--- src/fpdc_pkg.sv ---
`timescale 1ns / 1ps
// ----------------------------------------------------------------------------
// Fractional PLL divider calculation: shared package
// Widths, band bounds, the reciprocal used for the divide by three, and the
// types that travel between the front end, the divider cells and the queue.
// ----------------------------------------------------------------------------
package fpdc_pkg;

   // Field widths.
   localparam int CARRIER_W  = 31;
   localparam int CRYSTAL_W  = 25;
   localparam int BAND_W     = 3;
   localparam int DIV_W      = 5;
   localparam int INT_W      = 8;
   localparam int FRAC_W     = 20;
   localparam int FRAC_SHIFT = 19;

   // The phase detector frequency never exceeds crystal / 2.
   localparam int PFD_W     = CRYSTAL_W - 1;
   // Dividend is carrier * 2^19; one divider cell per quotient bit.
   localparam int NUM_W     = CARRIER_W + FRAC_SHIFT;
   localparam int DIV_STEPS = NUM_W;

   // Exact floor(x / 3) for any x below 2^32: (x * 0xAAAAAAAB) >> 33.
   localparam int                RECIP_W     = 32;
   localparam logic [RECIP_W-1:0] RECIP3     = 32'hAAAA_AAAB;
   localparam int                RECIP_SHIFT = 33;
   localparam int                PROD_W      = CRYSTAL_W + RECIP_W;

   localparam logic [CRYSTAL_W-1:0] CRYSTAL_RESET = 25'd30_000_000;
   localparam logic [INT_W-1:0]     INT_WORD_MAX  = 8'd255;
   // Largest quotient whose integer word (quotient minus one) still fits.
   localparam logic [CARRIER_W-1:0] QUO_LIMIT     = 31'd256;

   // Upper band bounds; the carrier lies below the bound.
   localparam logic [CARRIER_W-1:0] BOUND_DIV24 = 31'd177_000_000;
   localparam logic [CARRIER_W-1:0] BOUND_DIV16 = 31'd239_000_000;
   localparam logic [CARRIER_W-1:0] BOUND_DIV12 = 31'd353_000_000;
   localparam logic [CARRIER_W-1:0] BOUND_DIV8  = 31'd525_000_000;
   localparam logic [CARRIER_W-1:0] BOUND_DIV6  = 31'd705_000_000;

   typedef enum logic [BAND_W-1:0] {
      BAND_DIV4  = 3'd0,
      BAND_DIV6  = 3'd1,
      BAND_DIV8  = 3'd2,
      BAND_DIV12 = 3'd3,
      BAND_DIV16 = 3'd4,
      BAND_DIV24 = 3'd5
   } band_type;

   // Payload carried down the divider chain.
   typedef struct packed {
      logic [PFD_W-1:0] rem;   // partial remainder
      logic [NUM_W-1:0] nq;    // dividend bits still to come, quotient bits below
      logic [PFD_W-1:0] pfd;   // divisor
      band_type         band;
   } cell_type;

   // One finished result beat.
   typedef struct packed {
      band_type          band;
      logic [DIV_W-1:0]  divider;
      logic [INT_W-1:0]  int_word;
      logic [FRAC_W-1:0] frac_word;
      logic              range_err;
   } result_type;

   // Band selection from the carrier frequency.
   function automatic band_type band_of(input logic [CARRIER_W-1:0] carrier);
      band_type band;
      if (carrier < BOUND_DIV24) begin
         band = BAND_DIV24;
      end else if (carrier < BOUND_DIV16) begin
         band = BAND_DIV16;
      end else if (carrier < BOUND_DIV12) begin
         band = BAND_DIV12;
      end else if (carrier < BOUND_DIV8) begin
         band = BAND_DIV8;
      end else if (carrier < BOUND_DIV6) begin
         band = BAND_DIV6;
      end else begin
         band = BAND_DIV4;
      end
      return band;
   endfunction

   // Output divider belonging to a band.
   function automatic logic [DIV_W-1:0] divider_of(input band_type band);
      logic [DIV_W-1:0] divider;
      case (band)
         BAND_DIV4:  divider = 5'd4;
         BAND_DIV6:  divider = 5'd6;
         BAND_DIV8:  divider = 5'd8;
         BAND_DIV12: divider = 5'd12;
         BAND_DIV16: divider = 5'd16;
         BAND_DIV24: divider = 5'd24;
         default:    divider = 5'd4;
      endcase
      return divider;
   endfunction

endpackage

--- src/fpdc_div_cell.sv ---
`timescale 1ns / 1ps
// ----------------------------------------------------------------------------
// Fractional PLL divider calculation: divider cell
// One restoring division step: brings the next dividend bit into the partial
// remainder, subtracts the divisor where it fits and shifts in a quotient bit.
// ----------------------------------------------------------------------------
module fpdc_div_cell (
   input  logic               clock,
   input  logic               reset,
   input  logic               en,
   input  logic               in_valid,
   input  fpdc_pkg::cell_type in_data,
   output logic               out_valid,
   output fpdc_pkg::cell_type out_data
);
   import fpdc_pkg::*;

   logic             valid_ff;
   cell_type         data_ff;
   cell_type         data_in;

   logic [PFD_W:0]   trial;
   logic [PFD_W:0]   diff;
   logic             fits;

   // Trial subtraction against the divisor.
   assign trial = {in_data.rem, in_data.nq[NUM_W-1]};
   assign diff  = trial - {1'b0, in_data.pfd};
   assign fits  = (trial >= {1'b0, in_data.pfd});

   always_comb begin
      data_in      = in_data;
      data_in.rem  = fits ? diff[PFD_W-1:0] : trial[PFD_W-1:0];
      data_in.nq   = {in_data.nq[NUM_W-2:0], fits};
   end

   always_ff @(posedge clock) begin
      if (reset) begin
         valid_ff <= 1'b0;
      end else if (en) begin
         valid_ff <= in_valid;
      end
   end

   always_ff @(posedge clock) begin
      if (en) begin
         data_ff <= data_in;
      end
   end

   assign out_valid = valid_ff;
   assign out_data  = data_ff;

endmodule

--- config.mk ---
export PLATFORM = sky130hd
export DESIGN_NAME = fpdc_div_cell
export DESIGN_NICKNAME = d
export VERILOG_FILES = /design/src/fpdc_pkg.sv /design/src/fpdc_div_cell.sv
export SDC_FILE = /design/constraint.sdc
export NUM_CORES = 1
export LEC_CHECK = 0
export BUFFER_PORTS_ARGS = -buffer_cell sky130_fd_sc_hd__buf_2
export CAP_MARGIN = 20
export CORE_MARGIN = 4
export CORE_UTILIZATION = 48
export CTS_CLUSTER_DIAMETER = 40
export DETAILED_ROUTE_END_ITERATION = 12
export GPL_TIMING_DRIVEN = 1
export PLACE_DENSITY = 0.87
export SETUP_SLACK_MARGIN = 0.3
export SLEW_MARGIN = 40
export SYNTH_ARGS = -nofsm -noshare
export SYNTH_HDL_FRONTEND = slang
export SYNTH_SLANG_ARGS = --single-unit
--- constraint.sdc ---
create_clock -name clock -period 3.16 [get_ports clock]
set_input_delay 0.474 -clock clock [delete_from_list [all_inputs] [get_ports clock]]
set_output_delay 0.474 -clock clock [all_outputs]
set_load 0.02 [all_outputs]
## Word level (Yosys, flattened, before mapping)

Cells that the tools add are included.

| word-level totals | value |
|---|---|
| bits in latches | 0 |
| word-level logic and storage cells | 8 |
| register bits after elaboration | 102 |
| memories | 0 |
| bits in read-only memories | 0 |
| memory bits (writable) | 0 |

| cells by class | value |
|---|---|
| bitwise gates (word level) | 0 |
| multipliers | 0 |
| reductions and logical operators | 0 |
| add/sub/neg operators | 1 |
| order comparisons | 1 |
| equality and inequality tests | 0 |
| divide/modulo/power cells | 0 |
| shifts and indexed selects | 0 |
| muxes and demuxes | 1 |

Operators by type and width:

| kind | number |
|---|---|
| $ge A25 B24 Y1 | 1 |
| $mux W24 | 1 |
| $sub A24 B24 Y24 | 1 |

## Depth between registers and ports, before layout

| logic depth | value |
|---|---|
| depth after elaboration | 2 |
| depth in mapped cells | 11 |
| gate-level depth less buffers | 9 |

## Least setup slack after synthesis

OpenSTA, ideal clock, no wires.

| timing path | value |
|---|---|
| path kind | input -> register |
| start | input in_data[23] (netlist name) |
| end | register data_ff, in the netlist out_data[89], data pin |
| setup slack | 510 ps |
| setup time | 260 ps |
| stages | 11 |
| buffers on the path | 2 |
| arrival | 2,390 ps |
| cell sequence | inv_1 > ha_1 > buf_2 > nand4_1 > or2_1 > o221a_2 > o21ai_4 > nor2_8 > inv_6 > buf_8 > mux2_4 |

RTL lines:

| element | RTL line | RTL |
|---|---|---|
| start: declaration | fpdc_div_cell.sv:12 | `input fpdc_pkg::cell_type in_data,` |
| end signal: assignment | fpdc_div_cell.sv:47 | `data_ff <= data_in;` |
| end: declaration | fpdc_div_cell.sv:19 | `cell_type data_ff;` |

==> results_dict.tcl <==
set metrics [dict create \
    setup_viol 0 \
    synth_seq_cells 102 \
    tightest_slew_ps 640 \
    synth_top_area_share 0.611 \
    postCtsHoldBufs 0 \
    fp-row-count 36 \
    timing.final.crit_share 0.838 \
    floorplan.initialDensity 0.501 \
    relSlewSlack 0.573 \
    synthXorXnorAreaFrac 0.0176 \
    cts_buffers 9 \
    setup_ws_ps 511 \
    die_w_um 110 \
    drc_errors 0 \
    ir_drop_mv 0.340 \
    switching_share 0.299 \
    dp_slack_ps 131 \
    crit_start "in_data[21]" \
    final_hold_viol_count 0 \
    p_comb_frac 0.241 \
    synthAdderAreaFrac 0.0645 \
    yosys.area_share.simple 0.103 \
    p_leak_nw 2.83 \
    worstHoldStart "reset" \
    cap_violations 0 \
    port_buffers 206 \
    grt_pass1_wl_um 20200 \
    core-area_um2 9910 \
    holdPathStages 2 \
    synthTopCellsByArea "edfxtp_1 61%, ha_1 6.0%, a21oi_1 2.9%" \
    cp.required_ps 3280 \
    post_cts_buffers 0 \
    max_stage_delay_ps 470 \
    antenna_cells 0 \
    yosysUniqueCellTypes 57 \
    vias 3931 \
    numClockSinks 102 \
    synthArstFlopShare 0 \
    fmax_mhz 378 \
    final_cells 737 \
    antenna_found_initial 1 \
    synth_area_um2 4960 \
    dp_hpwl_um 11300 \
    synthFlopType "edfxtp_1" \
    reg2reg_slack_ps 2570 \
    final_area_um2 6420 \
    utilization 0.648 \
    synth.avg_cell_area_um2 13.1 \
    crit_path_end_kind "flip-flop" \
    finalCriticalPeriod_ps 2650 \
    crit_chain "buf_2 > inv_1 > ha_1 > nand4_1 > or2_1 > o221a_2 > o21ai_4 > nor2_8 > inv_6 > mux2_2" \
    final_layout_size_suffix_gt1_frac 0.427 \
    placedInstanceArea_um2 6210 \
    reg2regPathDepth 2 \
    synth_edf_count 101 \
    clockBufferDepth 2 \
    critPathLaunchType "primary input" \
    nets 729 \
    synth_mux_area_frac 0.0292 \
    path_clk_slew_ps 100 \
    synth_top_family_by_area "compound AO/OA/AOI/OAI gates" \
    cts_resized 0 \
    regToRegEndpoint "out_valid" \
    drtAntennaViolNets 0 \
    outcome "completed" \
    finalWirelength_um 14100 \
    clkLatencyLatePin_ps 360 \
    min_to "out_valid" \
    gp_congestion 0.897 \
    synth_compound_area_frac 0.133 \
    finalSetupTns_ps 0 \
    synthCells 379 \
    drt_iter0_drc 284 \
    cts_tree "built" \
    worst_path_max_delay_cell "ha_1" \
    dieArea_um2 12000 \
    htree_num_levels 3 \
    path_class "in -> reg" \
    pwr-share-seq 0.498 \
    syn_to_final_growth_pct 29.4 \
    seq_area_frac_synth 0.615 \
    pwr-share-clk 0.261 \
    die_h_um 110 \
    place_inst 721 \
    post_drt_wl_per_cell_um 19.1 \
    io_pins 207 \
    overflow 0 \
    r2r_start "out_valid" \
    grt_usage 0.225 \
    grt_pass1_vias 3804 \
    via_per_inst 5.33 \
    crit_fanout 18 \
    first_pass_iters 4 \
    p_int_mw 2.35 \
    synth_fp_nets 509 \
    drv_slew 0 \
    cts-root-buf "clkbuf_8" \
    yosys_warnings 0 \
    p_switching_mw 1.00 \
    rsz0062_at_grt "false" \
    p_per_area_nw_per_um2 522 \
    synth_top_area_cell "edfxtp_1" \
    skew_ps 0 \
    grt_max_degree 57 \
    hold_path.class "in -> reg" \
    critPathArrivalTime_ps 2770 \
]
==> power by group through the flow <==
stage | Sequential [mW] | Clock (mW) | Combinational, mW
floorplan | 1.88 | 0 | 0.313
global placement | 1.70 | 0 | 0.795
detailed placement | 1.70 | 0 | 0.811
CTS | 1.67 | 0.889 | 0.813
global route | 1.68 | 0.945 | 0.874
finish | 1.67 | 0.875 | 0.809
==> cell usage after synthesis, types with 4 or more instances <==
master,number
or3_1,4
nand2_1,16
buf_2,6
a21boi_0,5
nor2_1,15
nand3_1,15
and2_1,4
o21ai_0,12
mux2_2,8
nand4_1,4
nor3_1,14
o21a_1,9
a21oi_1,29
and3_1,7
inv_1,33
o31ai_1,7
xnor2_1,7
ha_1,24
edfxtp_1,101
==> cells by family after synthesis <==
kind of cell,Yosys count
fa+ha+maj,25
flops,102
buf+inv,43
simple gates,94
mux,12
compound gates,93
xor+xnor,10
==> layout by cell type (no fill, tap or decap), types with 12 or more instances in the layout <==
cell | synthesis | final
a21oi_1 | 29 | 29
nor2_1 | 15 | 15
nor3_1 | 14 | 14
buf_4 | 1 | 12
o21ai_0 | 12 | 12
ha_1 | 24 | 24
nand2_1 | 16 | 16
inv_1 | 33 | 33
nand3_1 | 15 | 15
buf_2 | 6 | 205
edfxtp_1 | 101 | 101
==> cell type report <==
cell class	count	area (µm²)
flip-flops and latches	102	3050
inverters	34	133
fillers	787	3480
clock buffers	10	138
well taps	133	166
multi-input cells	234	1720
repair buffers	218	1140
clock inverters	6	77.6
==> registers in the layout, indices dropped and copies added (netlist names) <==
signal	flops
out_data	101
out_valid	1
==> worst max-delay path by stage <==
stage | to | cells past startpoint | slack [ps]
6_report | out_data[80] | 10 | 510
5_1_grt | out_data[81] | 10 | 390
4_1_cts | out_data[80] | 10 | 530
3_5_place_dp | out_data[80] | 10 | 130
3_3_place_gp | out_data[80] | 10 | 190
2_1_floorplan | out_data[89] | 11 | 510
==> critical path: cells and delay by family <==
| kind | cells | cell delay (ps) |
|---|---|---|
| compound gates | 2 | 580 |
| simple gates | 3 | 590 |
| fa+ha+maj | 1 | 470 |
| buf+inv | 3 | 300 |
| mux | 1 | 350 |
==> layer usage <==
metal	global-route usage	vias to the layer above	part of all wire
met5	0	-	0.00085
met4	0.0641	2	0.018
met3	0.0687	18	0.091
met2	0.398	158	0.51
met1	0.264	1868	0.38
li1	-	1885	-
==> per-stage QoR <==
stage               hold WS, ps  power [mW]
finish                      253        3.36
global route                241        3.50
CTS                         238        3.38
detailed placement          487        2.51
global placement            474        2.49
floorplan                   546        2.19
No activity file was read; power rests on OpenSTA's default activity.
