File: config.mk
export PLATFORM = sky130hd
export DESIGN_NAME = fpdc_front
export DESIGN_NICKNAME = d
export VERILOG_FILES = /design/src/fpdc_pkg.sv /design/src/fpdc_front.sv
export SDC_FILE = /design/constraint.sdc
export NUM_CORES = 1
export LEC_CHECK = 0
export BUFFER_PORTS_ARGS = -buffer_cell sky130_fd_sc_hd__buf_2
export CAP_MARGIN = 40
export CORE_UTILIZATION = 35
export DETAILED_ROUTE_END_ITERATION = 10
export PLACE_DENSITY = 0.62
export SLEW_MARGIN = 20
export SYNTH_ARGS = -nofsm -noshare
export SYNTH_HDL_FRONTEND = slang
export SYNTH_SLANG_ARGS = --single-unit
File: constraint.sdc
create_clock -name clock -period 11.45 [get_ports clock]
set_input_delay 3.435 -clock clock [delete_from_list [all_inputs] [get_ports clock]]
set_output_delay 3.435 -clock clock [all_outputs]
set_load 0.1 [all_outputs]
File: src/fpdc_pkg.sv
`timescale 1ns / 1ps
// ----------------------------------------------------------------------------
// Fractional PLL divider calculation: shared package
// Widths, band bounds, the reciprocal used for the divide by three, and the
// types that travel between the front end, the divider cells and the queue.
// ----------------------------------------------------------------------------
package fpdc_pkg;

   // Field widths.
   localparam int CARRIER_W  = 31;
   localparam int CRYSTAL_W  = 25;
   localparam int BAND_W     = 3;
   localparam int DIV_W      = 5;
   localparam int INT_W      = 8;
   localparam int FRAC_W     = 20;
   localparam int FRAC_SHIFT = 19;

   // The phase detector frequency never exceeds crystal / 2.
   localparam int PFD_W     = CRYSTAL_W - 1;
   // Dividend is carrier * 2^19; one divider cell per quotient bit.
   localparam int NUM_W     = CARRIER_W + FRAC_SHIFT;
   localparam int DIV_STEPS = NUM_W;

   // Exact floor(x / 3) for any x below 2^32: (x * 0xAAAAAAAB) >> 33.
   localparam int                RECIP_W     = 32;
   localparam logic [RECIP_W-1:0] RECIP3     = 32'hAAAA_AAAB;
   localparam int                RECIP_SHIFT = 33;
   localparam int                PROD_W      = CRYSTAL_W + RECIP_W;

   localparam logic [CRYSTAL_W-1:0] CRYSTAL_RESET = 25'd30_000_000;
   localparam logic [INT_W-1:0]     INT_WORD_MAX  = 8'd255;
   // Largest quotient whose integer word (quotient minus one) still fits.
   localparam logic [CARRIER_W-1:0] QUO_LIMIT     = 31'd256;

   // Upper band bounds; the carrier lies below the bound.
   localparam logic [CARRIER_W-1:0] BOUND_DIV24 = 31'd177_000_000;
   localparam logic [CARRIER_W-1:0] BOUND_DIV16 = 31'd239_000_000;
   localparam logic [CARRIER_W-1:0] BOUND_DIV12 = 31'd353_000_000;
   localparam logic [CARRIER_W-1:0] BOUND_DIV8  = 31'd525_000_000;
   localparam logic [CARRIER_W-1:0] BOUND_DIV6  = 31'd705_000_000;

   typedef enum logic [BAND_W-1:0] {
      BAND_DIV4  = 3'd0,
      BAND_DIV6  = 3'd1,
      BAND_DIV8  = 3'd2,
      BAND_DIV12 = 3'd3,
      BAND_DIV16 = 3'd4,
      BAND_DIV24 = 3'd5
   } band_type;

   // Payload carried down the divider chain.
   typedef struct packed {
      logic [PFD_W-1:0] rem;   // partial remainder
      logic [NUM_W-1:0] nq;    // dividend bits still to come, quotient bits below
      logic [PFD_W-1:0] pfd;   // divisor
      band_type         band;
   } cell_type;

   // One finished result beat.
   typedef struct packed {
      band_type          band;
      logic [DIV_W-1:0]  divider;
      logic [INT_W-1:0]  int_word;
      logic [FRAC_W-1:0] frac_word;
      logic              range_err;
   } result_type;

   // Band selection from the carrier frequency.
   function automatic band_type band_of(input logic [CARRIER_W-1:0] carrier);
      band_type band;
      if (carrier < BOUND_DIV24) begin
         band = BAND_DIV24;
      end else if (carrier < BOUND_DIV16) begin
         band = BAND_DIV16;
      end else if (carrier < BOUND_DIV12) begin
         band = BAND_DIV12;
      end else if (carrier < BOUND_DIV8) begin
         band = BAND_DIV8;
      end else if (carrier < BOUND_DIV6) begin
         band = BAND_DIV6;
      end else begin
         band = BAND_DIV4;
      end
      return band;
   endfunction

   // Output divider belonging to a band.
   function automatic logic [DIV_W-1:0] divider_of(input band_type band);
      logic [DIV_W-1:0] divider;
      case (band)
         BAND_DIV4:  divider = 5'd4;
         BAND_DIV6:  divider = 5'd6;
         BAND_DIV8:  divider = 5'd8;
         BAND_DIV12: divider = 5'd12;
         BAND_DIV16: divider = 5'd16;
         BAND_DIV24: divider = 5'd24;
         default:    divider = 5'd4;
      endcase
      return divider;
   endfunction

endpackage

File: src/fpdc_front.sv
`timescale 1ns / 1ps
// ----------------------------------------------------------------------------
// Fractional PLL divider calculation: front end
// Registers the carrier with its band, then forms the phase detector
// frequency floor(2 * crystal / divider) and loads the first divider cell.
// ----------------------------------------------------------------------------
module fpdc_front (
   input  logic                               clock,
   input  logic                               reset,
   input  logic                               en,
   input  logic                               in_valid,
   input  logic [fpdc_pkg::CARRIER_W-1:0]     carrier,
   input  logic [fpdc_pkg::CRYSTAL_W-1:0]     crystal,
   output logic                               out_valid,
   output fpdc_pkg::cell_type                 out_data
);
   import fpdc_pkg::*;

   logic                 s0_valid_ff;
   logic [CARRIER_W-1:0] s0_carrier_ff;
   band_type             s0_band_ff;
   band_type             s0_band_in;

   logic                 s1_valid_ff;
   cell_type             s1_data_ff;
   cell_type             s1_data_in;

   logic [PROD_W-1:0]    prod;
   logic [PFD_W-1:0]     third;
   logic [PFD_W-1:0]     pfd;

   // Band choice on the incoming beat.
   assign s0_band_in = band_of(carrier);

   always_ff @(posedge clock) begin
      if (reset) begin
         s0_valid_ff <= 1'b0;
         s1_valid_ff <= 1'b0;
      end else if (en) begin
         s0_valid_ff <= in_valid;
         s1_valid_ff <= s0_valid_ff;
      end
   end

   always_ff @(posedge clock) begin
      if (en) begin
         s0_carrier_ff <= carrier;
         s0_band_ff    <= s0_band_in;
         s1_data_ff    <= s1_data_in;
      end
   end

   // crystal / 3 by reciprocal multiplication; twice the crystal over 6, 12
   // or 24 is then this third shifted, over 4, 8 or 16 the crystal shifted.
   assign prod  = PROD_W'(crystal) * PROD_W'(RECIP3);
   assign third = prod[RECIP_SHIFT +: PFD_W];

   always_comb begin
      case (s0_band_ff)
         BAND_DIV4:  pfd = crystal[CRYSTAL_W-1:1];
         BAND_DIV6:  pfd = third;
         BAND_DIV8:  pfd = PFD_W'(crystal >> 2);
         BAND_DIV12: pfd = third >> 1;
         BAND_DIV16: pfd = PFD_W'(crystal >> 3);
         BAND_DIV24: pfd = third >> 2;
         default:    pfd = crystal[CRYSTAL_W-1:1];
      endcase
   end

   // Dividend is carrier * 2^19, remainder starts at zero.
   always_comb begin
      s1_data_in.rem  = '0;
      s1_data_in.nq   = {s0_carrier_ff, {FRAC_SHIFT{1'b0}}};
      s1_data_in.pfd  = pfd;
      s1_data_in.band = s0_band_ff;
   end

   assign out_valid = s1_valid_ff;
   assign out_data  = s1_data_ff;

endmodule

# Word level (Yosys, flattened, before mapping)
# Index checks and enable logic that the tools add are counted.
# op_classes
multipliers,1
n_lt_le_gt_ge,5
eq_ne,5
n_mux,5
n_reduce_logical,1
# ops
operator,n
24-bit one-hot mux with 5 select lines,1
31-bit by 28-bit less-than comparator with 1-bit output (second input constant),2
31-bit by 29-bit less-than comparator with 1-bit output (second input constant),2
25-bit by 32-bit multiplier with 57-bit output (second input constant),1
31-bit by 30-bit less-than comparator with 1-bit output (second input constant),1
3-bit by 2-bit == test with 1-bit output (second input constant),2
3-bit == test (second input constant),2
2-bit 2-to-1 mux,2
3-bit by 1-bit == test with 1-bit output (second input constant),1
1-bit 2-to-1 mux,2
2-bit OR reduction,1
# word_totals
reg_bits,94
in_bits,60

# Depth between registers and ports, before layout
# logic_depth
ltp_word,5
depth_mapped,26

# Worst setup path before layout
# Ideal clock, no wire load.
# synth_path
kind,input-to-reg
from,input port crystal[10] (netlist bit)
to,register s1_data_ff (netlist bit out_data[18]) (data pin)
arrival_time_ps,9698
required_time_ps,11189
slack_ps,1491
cell_stages,24
path_cell_list,ha_1 inv_1 fa_1 inv_1 fa_1 inv_1 fa_1 inv_1 fa_1 inv_1 fa_1 xor2_1 ha_1 o21bai_1 ha_1 nand4_1 or4_4 or2_1 o22ai_2 nor3_2 nor3_1 nor4_1 o31a_1 a221o_1
# synth_between
elab_chain_cells,2
# synth_lines
item,line,source
"start, declared",fpdc_front.sv:13,"input logic [fpdc_pkg::CRYSTAL_W-1:0] crystal,"
25-bit by 32-bit multiplier with 57-bit output,fpdc_front.sv:55,assign prod = PROD_W'(crystal) * PROD_W'(RECIP3);
24-bit one-hot mux with 5 select lines,fpdc_front.sv:59,case (s0_band_ff)
via pfd[15],fpdc_front.sv:30,logic [PFD_W-1:0] pfd;
"end signal, assigned",fpdc_front.sv:49,s1_data_ff <= s1_data_in;
"end, declared",fpdc_front.sv:25,cell_type s1_data_ff;
# The timed path passes the listed nets, and every way through them passes these cells.
# A chain may end at the register's enable or synchronous reset.

# Final worst setup path
# layout_path
from,input port crystal[12] (netlist bit)
to,register s1_data_ff (netlist bit out_data[24]) (data pin)
# The elaborated chain is that of the path after synthesis.

==> impl_results.md <==
* Total Nets Final at 2,047
* Fin. Hold Viols at 0
* Layout cells sized above 1 at 0.1060
* Slowest CP cell: fa_1
* Status: completed
* Avg Inst Size Synth at 9.703 sq um
* Worst-Margin Slew at 759.5 ps
* Worst Setup Start Kind: input pin
* Arrival @ worst endpoint at 10,930 ps
* Largest net degree at the start of global routing at 67
* Grt total ovfl at 0
* Vias per cell at 5.216
* RePlAce Congestion at 0.9192
* Wire per inst at 19.21 um
* Worst-Skew Late Latency at 340 ps
* Clock sink total at 94
* Routed WL at 41,040 um
* Chip height at 205.4 um
* Crit Reg-Reg Endpoint: out_data[14]
* Hold Path Class: reg -> reg
* Hold path depth at 0
* Max Clk Rate at 0.09328 GHz
* CORE AREA at 40,830 sq um
* Commonest non-fill, non-tap cell in the layout: inv_1
* WP buf/inv at 6
* DRT Pass-1 Iters at 5
* Row count at 74
* Worst-path clk slew at 60 ps
* Syn-to-layout area delta at 8.971%
* Detail Route Antenna Nets at 0
* Placed Instances at 2,120
* Global-route wire length before repair at 64,870 um
* FF+latch count, synth at 94
* CP Class: in -> reg
* Synth Flop Type: edfxtp_1
* Async SR Flop Fraction at 0
* Initial antenna violation count at 0
* Worst-case clock buffer depth at 2
* Crit path largest cell delay at 600 ps
* Mapped Cells at 1,492
* Worst path required time at 11,660 ps
* Hold Startpoint: s0_carrier_ff[5]
* Cts hold-fix bufs at 0
* Register area share after synthesis at 0.1936
* Vias in the first global route at 11.58k
* Final slew viol count at 0
* Clock skew at 5.062 ps
* CTS tree: built
* Unrepaired setup endpoints after global routing: false
* H-tree lvl count at 3
* Total CTS buffers at 9
* GRT Total Usage at 0.1999
* Worst setup EP type: register
* Crit path max-delay family: adder cells
* Final HPWL DP at 35,130 um
* Initial Util at 0.3545
* Hold EP: out_data[51]
* R2R depth at 9
* # diodes at 0
* Yosys warns at 0
* IO Pins at 162
* Post_cts resized at 0
* Worst r2r src: s0_band_ff[1]
* Final min period at 10,720 ps
* Setup TNS at 0 ps
* Final setup vio count at 0
* Fillers at 4,096
* Port bufs at 118
* Mapped Area at 14,480 sq um
* Layout Cells excl Fill at 2,136
* Number of flops mapped to enable cells by yosys at 92
* CP max FO at 6
* Slew Limit Headroom at 0.4806
* CTS root buffer: clkbuf_16
* Die W at 205.4 um
* Post-CTS Setup Inserts at 0
* Routed vias at 11.14k
* Most frequent cells in the layout: inv_1, ha_1, fa_1, buf_2, edfxtp_1
* DR DRC count at 0
* Post-synth cell types at 83
* Max-Cap Viols at 0
* Die Area at 42,180 sq um
* Critical Path Start: crystal[12]
* R2R setup slack at 8670 ps
* Final Cycle Share at 0.9363
* First DRT Iteration DRCs at 655
[logic make-up after synthesis]
kind of cell,after synthesis,synth area share
simple gates,254,0.08401
flops,94,0.1936
compound gates,311,0.1431
xor+xnor,36,0.02178
buf+inv,387,0.1156
fa+ha+maj,388,0.4256
other cells,1,0.0002590
mux,21,0.01599
[routing by layer]
layer | routed length (um) | global-route usage | vias to the layer above
met5 | 0 | 0 | -
met4 | 852 | 0.04630 | 0
met3 | 1405 | 0.01410 | 49
met2 | 20520 | 0.3534 | 305
met1 | 18260 | 0.2651 | 5535
li1 | - | - | 5252
[registers in the layout, indices dropped and copies added, names as in the netlist]
register	cells
out_valid	1
s0_valid_ff	1
s0_carrier_ff	31
s0_band_ff	3
out_data	58
[per-stage QoR]
| stage | hold slack (ps) | setup slack (ps) | area [sq um] | util |
|---|---|---|---|---|
| after floorplan | 400.3 | 1491 | 14630 | - |
| after global placement | 400.6 | 473.1 | 15470 | 0.3788 |
| after detailed placement | 404.5 | 385.7 | 15480 | 0.3792 |
| after CTS | 414.8 | 755.4 | 15780 | 0.3863 |
| after global routing | 426.6 | 321.9 | 15780 | 0.3863 |
| final | 414.8 | 729.7 | 15780 | 0.3863 |
[how the worst max path moves through the flow]
stage / to / cells past startpoint
6_report: out_data[24] / 25
3_3_place_gp: out_data[24] / 25
5_1_grt: out_data[24] / 26
3_5_place_dp: out_data[24] / 25
4_1_cts: out_data[24] / 25
2_1_floorplan: out_data[18] / 24
[cell type report]
type	instances	area [sq um]	share of cell area
Multi-Input combinational cell	1053	10160	0.6439
Sequential cell	94	2803	0.1777
Inverter	309	1160	0.07352
Timing Repair Buffer	132	698.2	0.04426
Tap cell	532	665.6	0.04220
Clock buffer	11	232.7	0.01475
Clock inverter	5	58.81	0.003728
[Yosys cell counts (10+ instances only)]
cell type | count | share of area
a31oi_1 | 10 | 0.0043
clkbuf_1 | 20 | 0.0052
o21bai_1 | 12 | 0.0062
o22ai_1 | 12 | 0.0052
nand4_1 | 18 | 0.0078
o21ai_0 | 56 | 0.019
nor2_1 | 63 | 0.016
nand2_1 | 74 | 0.019
edfxtp_1 | 92 | 0.19
nand3_1 | 23 | 0.0080
xnor2_1 | 18 | 0.011
a21oi_1 | 83 | 0.029
a21o_1 | 26 | 0.013
buf_4 | 44 | 0.023
mux2i_1 | 13 | 0.0090
o211ai_1 | 18 | 0.0093
nor4_1 | 12 | 0.0052
xor2_1 | 18 | 0.011
nor3_1 | 28 | 0.0097
fa_1 | 174 | 0.24
inv_1 | 308 | 0.080
ha_1 | 214 | 0.18
Power is left out: the tool's default activity adds up to more than one toggle a clock period on the data nets, which glitch-free logic cannot reach.
