<file path="config.mk">
export PLATFORM = sky130hd
export DESIGN_NAME = fpdc_out_queue
export DESIGN_NICKNAME = d
export VERILOG_FILES = /design/src/fpdc_pkg.sv /design/src/fpdc_out_queue.sv
export SDC_FILE = /design/constraint.sdc
export NUM_CORES = 1
export LEC_CHECK = 0
export BUFFER_PORTS_ARGS = -buffer_cell sky130_fd_sc_hd__buf_2
export CORE_ASPECT_RATIO = 0.9
export CORE_MARGIN = 10
export CORE_UTILIZATION = 46
export DETAILED_ROUTE_END_ITERATION = 7
export GPL_TIMING_DRIVEN = 0
export PLACE_DENSITY = 0.74
export SETUP_SLACK_MARGIN = 0.2
export SYNTH_ARGS = -nofsm -noshare
export SYNTH_HDL_FRONTEND = slang
export SYNTH_SLANG_ARGS = --single-unit
</file>
<file path="constraint.sdc">
create_clock -name clock -period 2.55 [get_ports clock]
set_input_delay 0.1275 -clock clock [delete_from_list [all_inputs] [get_ports clock]]
set_output_delay 0.1275 -clock clock [all_outputs]
set_load 0.005 [all_outputs]
</file>
<file path="src/fpdc_pkg.sv">
`timescale 1ns / 1ps
// ----------------------------------------------------------------------------
// Fractional PLL divider calculation: shared package
// Widths, band bounds, the reciprocal used for the divide by three, and the
// types that travel between the front end, the divider cells and the queue.
// ----------------------------------------------------------------------------
package fpdc_pkg;

   // Field widths.
   localparam int CARRIER_W  = 31;
   localparam int CRYSTAL_W  = 25;
   localparam int BAND_W     = 3;
   localparam int DIV_W      = 5;
   localparam int INT_W      = 8;
   localparam int FRAC_W     = 20;
   localparam int FRAC_SHIFT = 19;

   // The phase detector frequency never exceeds crystal / 2.
   localparam int PFD_W     = CRYSTAL_W - 1;
   // Dividend is carrier * 2^19; one divider cell per quotient bit.
   localparam int NUM_W     = CARRIER_W + FRAC_SHIFT;
   localparam int DIV_STEPS = NUM_W;

   // Exact floor(x / 3) for any x below 2^32: (x * 0xAAAAAAAB) >> 33.
   localparam int                RECIP_W     = 32;
   localparam logic [RECIP_W-1:0] RECIP3     = 32'hAAAA_AAAB;
   localparam int                RECIP_SHIFT = 33;
   localparam int                PROD_W      = CRYSTAL_W + RECIP_W;

   localparam logic [CRYSTAL_W-1:0] CRYSTAL_RESET = 25'd30_000_000;
   localparam logic [INT_W-1:0]     INT_WORD_MAX  = 8'd255;
   // Largest quotient whose integer word (quotient minus one) still fits.
   localparam logic [CARRIER_W-1:0] QUO_LIMIT     = 31'd256;

   // Upper band bounds; the carrier lies below the bound.
   localparam logic [CARRIER_W-1:0] BOUND_DIV24 = 31'd177_000_000;
   localparam logic [CARRIER_W-1:0] BOUND_DIV16 = 31'd239_000_000;
   localparam logic [CARRIER_W-1:0] BOUND_DIV12 = 31'd353_000_000;
   localparam logic [CARRIER_W-1:0] BOUND_DIV8  = 31'd525_000_000;
   localparam logic [CARRIER_W-1:0] BOUND_DIV6  = 31'd705_000_000;

   typedef enum logic [BAND_W-1:0] {
      BAND_DIV4  = 3'd0,
      BAND_DIV6  = 3'd1,
      BAND_DIV8  = 3'd2,
      BAND_DIV12 = 3'd3,
      BAND_DIV16 = 3'd4,
      BAND_DIV24 = 3'd5
   } band_type;

   // Payload carried down the divider chain.
   typedef struct packed {
      logic [PFD_W-1:0] rem;   // partial remainder
      logic [NUM_W-1:0] nq;    // dividend bits still to come, quotient bits below
      logic [PFD_W-1:0] pfd;   // divisor
      band_type         band;
   } cell_type;

   // One finished result beat.
   typedef struct packed {
      band_type          band;
      logic [DIV_W-1:0]  divider;
      logic [INT_W-1:0]  int_word;
      logic [FRAC_W-1:0] frac_word;
      logic              range_err;
   } result_type;

   // Band selection from the carrier frequency.
   function automatic band_type band_of(input logic [CARRIER_W-1:0] carrier);
      band_type band;
      if (carrier < BOUND_DIV24) begin
         band = BAND_DIV24;
      end else if (carrier < BOUND_DIV16) begin
         band = BAND_DIV16;
      end else if (carrier < BOUND_DIV12) begin
         band = BAND_DIV12;
      end else if (carrier < BOUND_DIV8) begin
         band = BAND_DIV8;
      end else if (carrier < BOUND_DIV6) begin
         band = BAND_DIV6;
      end else begin
         band = BAND_DIV4;
      end
      return band;
   endfunction

   // Output divider belonging to a band.
   function automatic logic [DIV_W-1:0] divider_of(input band_type band);
      logic [DIV_W-1:0] divider;
      case (band)
         BAND_DIV4:  divider = 5'd4;
         BAND_DIV6:  divider = 5'd6;
         BAND_DIV8:  divider = 5'd8;
         BAND_DIV12: divider = 5'd12;
         BAND_DIV16: divider = 5'd16;
         BAND_DIV24: divider = 5'd24;
         default:    divider = 5'd4;
      endcase
      return divider;
   endfunction

endpackage

</file>
<file path="src/fpdc_out_queue.sv">
`timescale 1ns / 1ps
// ----------------------------------------------------------------------------
// Fractional PLL divider calculation: result queue
// Two-entry queue between the divider chain and the result channel, so the
// chain keeps moving while a finished beat waits to be taken.
// ----------------------------------------------------------------------------
module fpdc_out_queue (
   input  logic                 clock,
   input  logic                 reset,
   input  logic                 push,
   input  fpdc_pkg::result_type push_data,
   input  logic                 pop_ready,
   output logic                 full,
   output logic                 out_valid,
   output fpdc_pkg::result_type out_data
);
   import fpdc_pkg::*;

   logic [1:0]  count_ff;
   logic [1:0]  count_in;
   logic        wr_ptr_ff;
   logic        rd_ptr_ff;
   logic        pop;
   result_type  slot_ff [2];

   assign out_valid = (count_ff != 2'd0);
   assign full      = (count_ff == 2'd2);
   assign pop       = out_valid & pop_ready;
   assign out_data  = slot_ff[rd_ptr_ff];

   // Occupancy follows pushes and pops.
   always_comb begin
      count_in = count_ff;
      if (push && !pop) begin
         count_in = count_ff + 2'd1;
      end else if (pop && !push) begin
         count_in = count_ff - 2'd1;
      end
   end

   always_ff @(posedge clock) begin
      if (reset) begin
         count_ff  <= 2'd0;
         wr_ptr_ff <= 1'b0;
         rd_ptr_ff <= 1'b0;
      end else begin
         count_ff <= count_in;
         if (push) begin
            wr_ptr_ff <= ~wr_ptr_ff;
         end
         if (pop) begin
            rd_ptr_ff <= ~rd_ptr_ff;
         end
      end
   end

   always_ff @(posedge clock) begin
      if (push) begin
         slot_ff[wr_ptr_ff] <= push_data;
      end
   end

endmodule

</file>
; ---- After elaboration in Yosys (flattened, before gate mapping)
; Memories as Yosys holds them, arrays and structs flattened. A register that Yosys moved wholly into a read port is not among the register bits.
; Cells that the tools add are included.
[classes]
n_shift = 0
n_mul = 0
eq_ne = 1
n_reduce_logical = 6
n_div = 0
n_lt_le_gt_ge = 0
n_bitwise = 3
muxes = 6
add_sub_neg = 2
[ops]
columns = operator, n
row1 = 2-to-1 mux 1 bit, 4
row2 = 2-to-1 mux 2 bit, 2
row3 = nonzero test 2 bit, 2
row4 = adder 2 x 1 -> 2 bit (second input constant), 1
row5 = equality test 2 bit (second input constant), 1
row6 = logical AND 1 bit, 2
row7 = zero test 1 bit, 2
row8 = NOT 1 bit, 2
row9 = subtractor 2 x 1 -> 2 bit (second input constant), 1
row10 = AND 1 bit, 1
[word_totals]
reg_bits = 4
output_inout_bits = 39
memories = 1
ram_bits = 74
inputBits = 41
mem_bits_ro = 0
word_cells = 22
latchBits = 0
[mem_list]
columns = memory, depth, word_bits, rd, rd_ports_with_merged_regs, write_ports, line_no
row1 = slot_ff, 2, 37, 1, 1, 1, fpdc_out_queue.sv:24  ; result_type slot_ff [2];

; ---- Depth between registers and ports, before layout
; Gate-level depths: netlist of run 1.
[logic_depth]
ltp_word = 5
ltp_mapped = 5
mapped_depth_nobuf = 5

; ---- Worst setup path after synthesis of run 1
; OpenSTA, ideal clock, no wires.
[synth_path]
kind = reg-to-reg
startpoint = register wr_ptr_ff
endpoint = memory slot_ff[0][0] (netlist bit), enable pin
t_required_ns = 2.114
setup_time_ns = 0.436
stages_incl_launch_ff = 2
t_arrival_ns = 1.987
path_buffers = 0
slack_ns = 0.127
period_less_slack_ns = 2.423
path_cell_list = dfxtp_1 -> nor2b_1
[synth_lines]
columns = item, line_no
row1 = "start, declared", fpdc_out_queue.sv:21  ; logic wr_ptr_ff;
row2 = "start signal, assigned", fpdc_out_queue.sv:49  ; wr_ptr_ff <= ~wr_ptr_ff;
row3 = "end, declared", fpdc_out_queue.sv:24
; Straight into the memory's write port.

==> results of run 1 <==
-- flip-flops by register name, indices dropped and copies added (netlist names), named ones only --
register / flops
slot_ff: 74
count_ff: 2
rd_ptr_ff: 1
wr_ptr_ff: 1
-- cells by family after synthesis --
| logic type | share of synthesized area (%) |
|---|---|
| compound gates | 0.520 |
| xor+xnor | 1.21 |
| fa+ha+maj | 0.433 |
| buf+inv | 1.34 |
| flops | 80.4 |
| mux | 14.4 |
| simple gates | 1.69 |
-- worst max-delay path, cell delays in order, from the launching register on --
cell     delay [ns]
dfxtp_1        0.31
buf_2          0.26
buf_6          0.20
mux2_2         0.35
buf_2          0.13
-- cell usage after synthesis --
master,number,share of area (%)
edfxtp_1,74,77
mux2_2,37,14
dfxtp_1,5,3.5
nor2_1,4,0.52
buf_6,3,1.2
xor2_1,3,0.91
o21ai_0,2,0.35
a21oi_1,1,0.17
and2_1,1,0.22
and2b_2,1,0.30
buf_2,1,0.17
ha_1,1,0.43
nor2b_1,1,0.22
or2_2,1,0.22
or3_1,1,0.22
xnor2_1,1,0.30
-- final timing paths --
path | start | to | slack [ns] | cells past startpoint
min | reset | count_ff[1] | 0.02 | 2
max | flop | out_data[32] | 0.83 | 4
min reg2reg | count_ff[1] | count_ff[1] | 0.51 | 2
max reg2reg | wr_ptr_ff | slot_ff[1][23] | 0.98 | 1
-- power groups by stage --
stage | combinational, W | clock [W] | sequential, W
after floorplan | 0.000473 | 0 | 0.00159
after global placement | 0.000759 | 0 | 0.00159
after detailed placement | 0.000777 | 0 | 0.00160
after CTS | 0.000827 | 0.000868 | 0.00157
after global routing | 0.000890 | 0.000904 | 0.00158
final | 0.000809 | 0.000829 | 0.00157
-- what timing repair did --
item                                   in CTS  in global routing
hold buffers                               37                  0
endpoints found under the hold margin      74                  0
setup buffers                               0                  0
-- per-layer routing --
metal	part of all wire (%)	up-vias	GRT usage, %
li1	-	789	-
met1	41	772	13.5
met2	52	54	21.6
met3	5.5	8	4.59
met4	0.87	0	4.81
met5	0	-	0
-- metrics by stage --
stage | util [%] | total power [W] | hold slack, ns
floorplan | - | 0.00206 | 0.197
finish | 64.9 | 0.00321 | 0.0210
CTS | 64.9 | 0.00326 | 0.00102
global placement | 55.5 | 0.00235 | 0.314
global route | 64.9 | 0.00338 | 0.0136
detailed placement | 56.0 | 0.00237 | 0.319
-- area by class of cell --
cell class                 count  area [um2]
clock inverter                 6        52.6
clock buffer                   9         124
multi-input combinational     54         537
timing repair buffer         117         786
buffer                         4        38.8
sequential                    79        2320
tap                           87         109
fill                         436        2150
==> out/metrics.cfg, run 1 <==
[die]
initial_core_util_pct = 47.2
die_area_mm2 = 0.00985
ios = 80
die_y_um = 95.2
die_w_um = 104
coreArea_mm2 = 0.00611
num_rows = 27

[place]
dpl.hpwl_um = 3770
placed_area_mm2 = 0.00342
port_buffers = 79
place_inst = 304
dp_slack_ns = 0.941
place_congestion = 0.695

[run_status]
outcome = finished clean

[sta]
fin_ws_ns = 0.832
period_minus_slack_ns = 1.72
maxSlewHeadroom_pct = 39.5
period_share_pct = 67.4
tightest_slew_ns = 0.908
fin_skew_ns = 0.00339
fin_setup_tns_ns = 0
hold_viol = 0
finalSetupViolations = 0
rsz0062_at_grt = no
fmax_ghz = 0.582
drv_slew = 0

[worst_hold_path]
hold_class = input pin to flop

[setup_path]
critPathCaptureType = output pin
worstPathRequired_ns = 2.42
worstPathArrival_ns = 1.59
startpoint_type = flop
crit_type = flop to output pin
crit_path_max_fanout = 10

[route]
wl_per_cell_um = 16.8
dr_total_vias = 1623
wl_um = 5990
ant_nets = 0
drc = 0
vias_per_cell = 4.56
drtIter0Drc = 41
first_pass_iters = 4

[pwr]
p_clk_share_pct = 25.8
p_leak_nw = 1.52
p_comb_share_pct = 25.2
intPower_w = 0.00242
seqPwrFrac_pct = 48.9
swShare_pct = 24.5
power.switching_w = 0.000786
vdd_drop_max_mv = 0.690
p_per_area_mw_per_mm2 = 808

[cts]
cts.repair.resized = 0
clock_latency_ns = 0.33
clk_path_buf_depth = 2
cts_buffers = 9
clkTransAtPathRegs_ns = 0.07
cts_sinks = 79
cts_tree = built
htreeDepth = 3
cts_root_buffer = clkbuf_8

[global_routing]
grt_max_degree = 38
grt_remaining_overflow = 0
grt_pass1_wl_um = 9470
antenna_found_initial = 0
grt_pass1_vias = 1863
grtUsageTotal_pct = 12.3

[finish]
fin_cells = 356
design_area_mm2 = 0.00397
area_growth_pct = 37.4
drive_above_1_share_pct = 51.3
antenna-diode-count = 0
final_nets = 307
final_cell_mix = buf_2 (80), edfxtp_1 (74), mux2_2 (37), dlygate4sd3_1 (37), clkbuf_8 (9)
final_common_cell = buf_2

[yosys]
ys_ff_latch = 79
synthCells = 137
ys_types = 16
ys_seq_area_share_pct = 80.4
yosysWarnings = 0
synth_area_mm2 = 0.00289
syn_avg_cell_area_um2 = 21.1
syn-num-nets = 179

[flow_run]
cap_violations = 0

(Power assumes the default switching activity.)
==> inputs of run 2 (changes only) <==
- CORE_UTILIZATION: 46 -> 51
- PLACE_DENSITY: 0.74 -> 0.78
- clock period: 2.55 -> 1.74 ns (I/O delays scaled with it)
==> run 2 against run 1 <==
Compared with the run above: core utilization up 15 points; sequential power increased by 48%; count of clock-buffer cells in the layout unchanged; setup slack worse by 0.70 ns; final cell count fell by 3.4%; combinational power grew 120%; clock power increased by 53%; largest power group unchanged; highest routed layer unchanged.
==> out/metrics.cfg, run 2 (same netlist as run 1, synthesis figures left out) <==
[sta]
rsz0062_at_grt = yes
maxSlewHeadroom_pct = 26.3  ; -13 points
fin_skew_ns = 0.00590  ; +0.00250 ns
drv_slew = 0  ; unchanged
fin_ws_ns = 0.132  ; -0.700 ns
fin_setup_tns_ns = 0  ; unchanged
period_minus_slack_ns = 1.61
fmax_ghz = 0.622
hold_viol = 0  ; unchanged
whs_ns = 0.0292  ; +0.00817 ns
tightest_slew_ns = 1.10  ; +0.195 ns
period_share_pct = 92.4
finalSetupViolations = 0  ; unchanged

[finish]
top_regs = slot_ff: 74 flops, count_ff: 2 flops
design_area_mm2 = 0.00431  ; +8.5%
largest_register = slot_ff
drive_above_1_share_pct = 52.9  ; +1.6 points
largest_reg_flops = 74  ; unchanged
fin_cells = 344  ; -3.4%
final_common_cell = edfxtp_1
area_growth_pct = 49.1
final_nets = 313  ; +2.0%
final_cell_mix = edfxtp_1 (74), buf_2 (62), dlygate4sd3_1 (38)

[route]
wl_um = 6400  ; +6.9%
first_pass_iters = 4  ; unchanged
drc = 0  ; unchanged
dr_total_vias = 1689  ; +4.1%
wl_per_cell_um = 18.6  ; +11%
drtIter0Drc = 93  ; +130%
vias_per_cell = 4.91  ; +7.7%
ant_nets = 0  ; unchanged

[setup_path]
critPathCaptureType = flop
max_stage_delay_ns = 0.86  ; +0.51 ns
crit_type = flop to flop
crit_slowest_cell = nor2b_4
crit_path_max_fanout = 37  ; +27
cp_top_family = simple AND/OR/NAND/NOR gates
crit_start = wr_ptr_ff
crit_buf_inv = 0  ; -3
crit_chain = nor2b_4
worstPathArrival_ns = 1.57  ; -0.02 ns
worstReg2RegStart = wr_ptr_ff
worstPathRequired_ns = 1.70  ; -0.72 ns
startpoint_type = flop

[die]
ios = 80  ; unchanged
die_y_um = 91.4  ; -4.0%
die_w_um = 99.3  ; -4.1%
coreArea_mm2 = 0.00538  ; -12%
initial_core_util_pct = 53.7  ; +6.4 points
num_rows = 25  ; -7.4%
die_area_mm2 = 0.00908  ; -7.9%

[global_routing]
grtUsageTotal_pct = 12.8  ; +0.51 points
grt_max_degree = 38  ; unchanged
grt_remaining_overflow = 0  ; unchanged
grt_pass1_vias = 1746  ; -6.3%
grt_pass1_wl_um = 9090  ; -4.0%
antenna_found_initial = 1  ; +1

[place]
dpl.hpwl_um = 3650  ; -3.3%
port_buffers = 79  ; unchanged
placed_area_mm2 = 0.00338  ; -1.3%
place_inst = 283  ; -6.9%
dp_slack_ns = 0.100  ; -0.841 ns
place_congestion = 0.679  ; -2.3%

[pwr]
power.switching_w = 0.00135  ; +72%
swShare_pct = 25.0  ; +0.55 points
intPower_w = 0.00405  ; +67%
p_clk_share_pct = 23.5  ; -2.3 points
p_leak_nw = 1.71  ; +12%
p_comb_share_pct = 33.4  ; +8.2 points
p_per_area_mw_per_mm2 = 1250  ; +55%
seqPwrFrac_pct = 43.1  ; -5.8 points
vdd_drop_max_mv = 0.797  ; +16%

[cts]
cts_buffers = 9  ; unchanged
clkTransAtPathRegs_ns = 0.07  ; about the same
htreeDepth = 3  ; unchanged
cts_root_buffer = clkbuf_8
clk_path_buf_depth = 2  ; unchanged
clock_latency_ns = 0.35  ; +0.02 ns
cts_tree = built
cts_sinks = 79  ; unchanged

[worst_hold_path]
hold_class = input pin to flop
min-delay-start = push

[flow_run]
cap_violations = 0  ; unchanged

[run_status]
outcome = finished clean

==> run 2: path summary, 6_finish.rpt <==
kind / depth (start not counted) / slack (ns) / to
worst max-delay path: 1 / 0.13 / slot_ff[0][0]
worst min-delay path: 3 / 0.03 / wr_ptr_ff
worst max register to register: 1 / 0.13 / slot_ff[0][0]
worst min register to register: 2 / 0.52 / rd_ptr_ff
==> run 2: power groups by stage <==
stage | registers, W | clock network (W) | logic (W)
floorplan | 0.00233 | 0 | 0.000695
global placement | 0.00233 | 0 | 0.00111
detailed placement | 0.00234 | 0 | 0.00112
CTS | 0.00230 | 0.00131 | 0.00123
global route | 0.00234 | 0.00138 | 0.00192
finish | 0.00233 | 0.00127 | 0.00180
==> run 2: cell type report <==
| class | count | area, um2 |
|---|---|---|
| Sequential cell | 79 | 2330 |
| Fill cell | 304 | 1070 |
| Clock inverter | 7 | 63.8 |
| Tap cell | 67 | 83.8 |
| Clock buffer | 9 | 124 |
| Timing Repair Buffer | 123 | 1000 |
| Multi-Input combinational cell | 54 | 638 |
| Antenna cell | 1 | 2.50 |
| Buffer | 4 | 65.1 |
==> run 2: stage by stage <==
| stage | utilization (%) | power (W) |
|---|---|---|
| after global routing | 80.1 | 0.00565 |
| after detailed placement | 62.8 | 0.00347 |
| after floorplan | - | 0.00302 |
| after CTS | 73.7 | 0.00485 |
| final | 80.1 | 0.00540 |
| after global placement | 62.8 | 0.00344 |
==> run 2: repair_timing <==
item | CTS | global route
hold buffers | 38 | 0
endpoints found under the hold margin | 79 | 0
resized for setup | 4 | 52
endpoints found under the setup margin | 106 | 106
cloned | 0 | 4
setup buffers | 1 | 1
==> run 2: routing by layer <==
layer / up-vias / global-route usage (%) / share of wire, %
met5: - / 0 / 0
met4: 0 / 5.49 / 1.9
met3: 10 / 5.68 / 5.5
met2: 50 / 21.6 / 53
met1: 829 / 13.6 / 40
li1: 800 / - / -
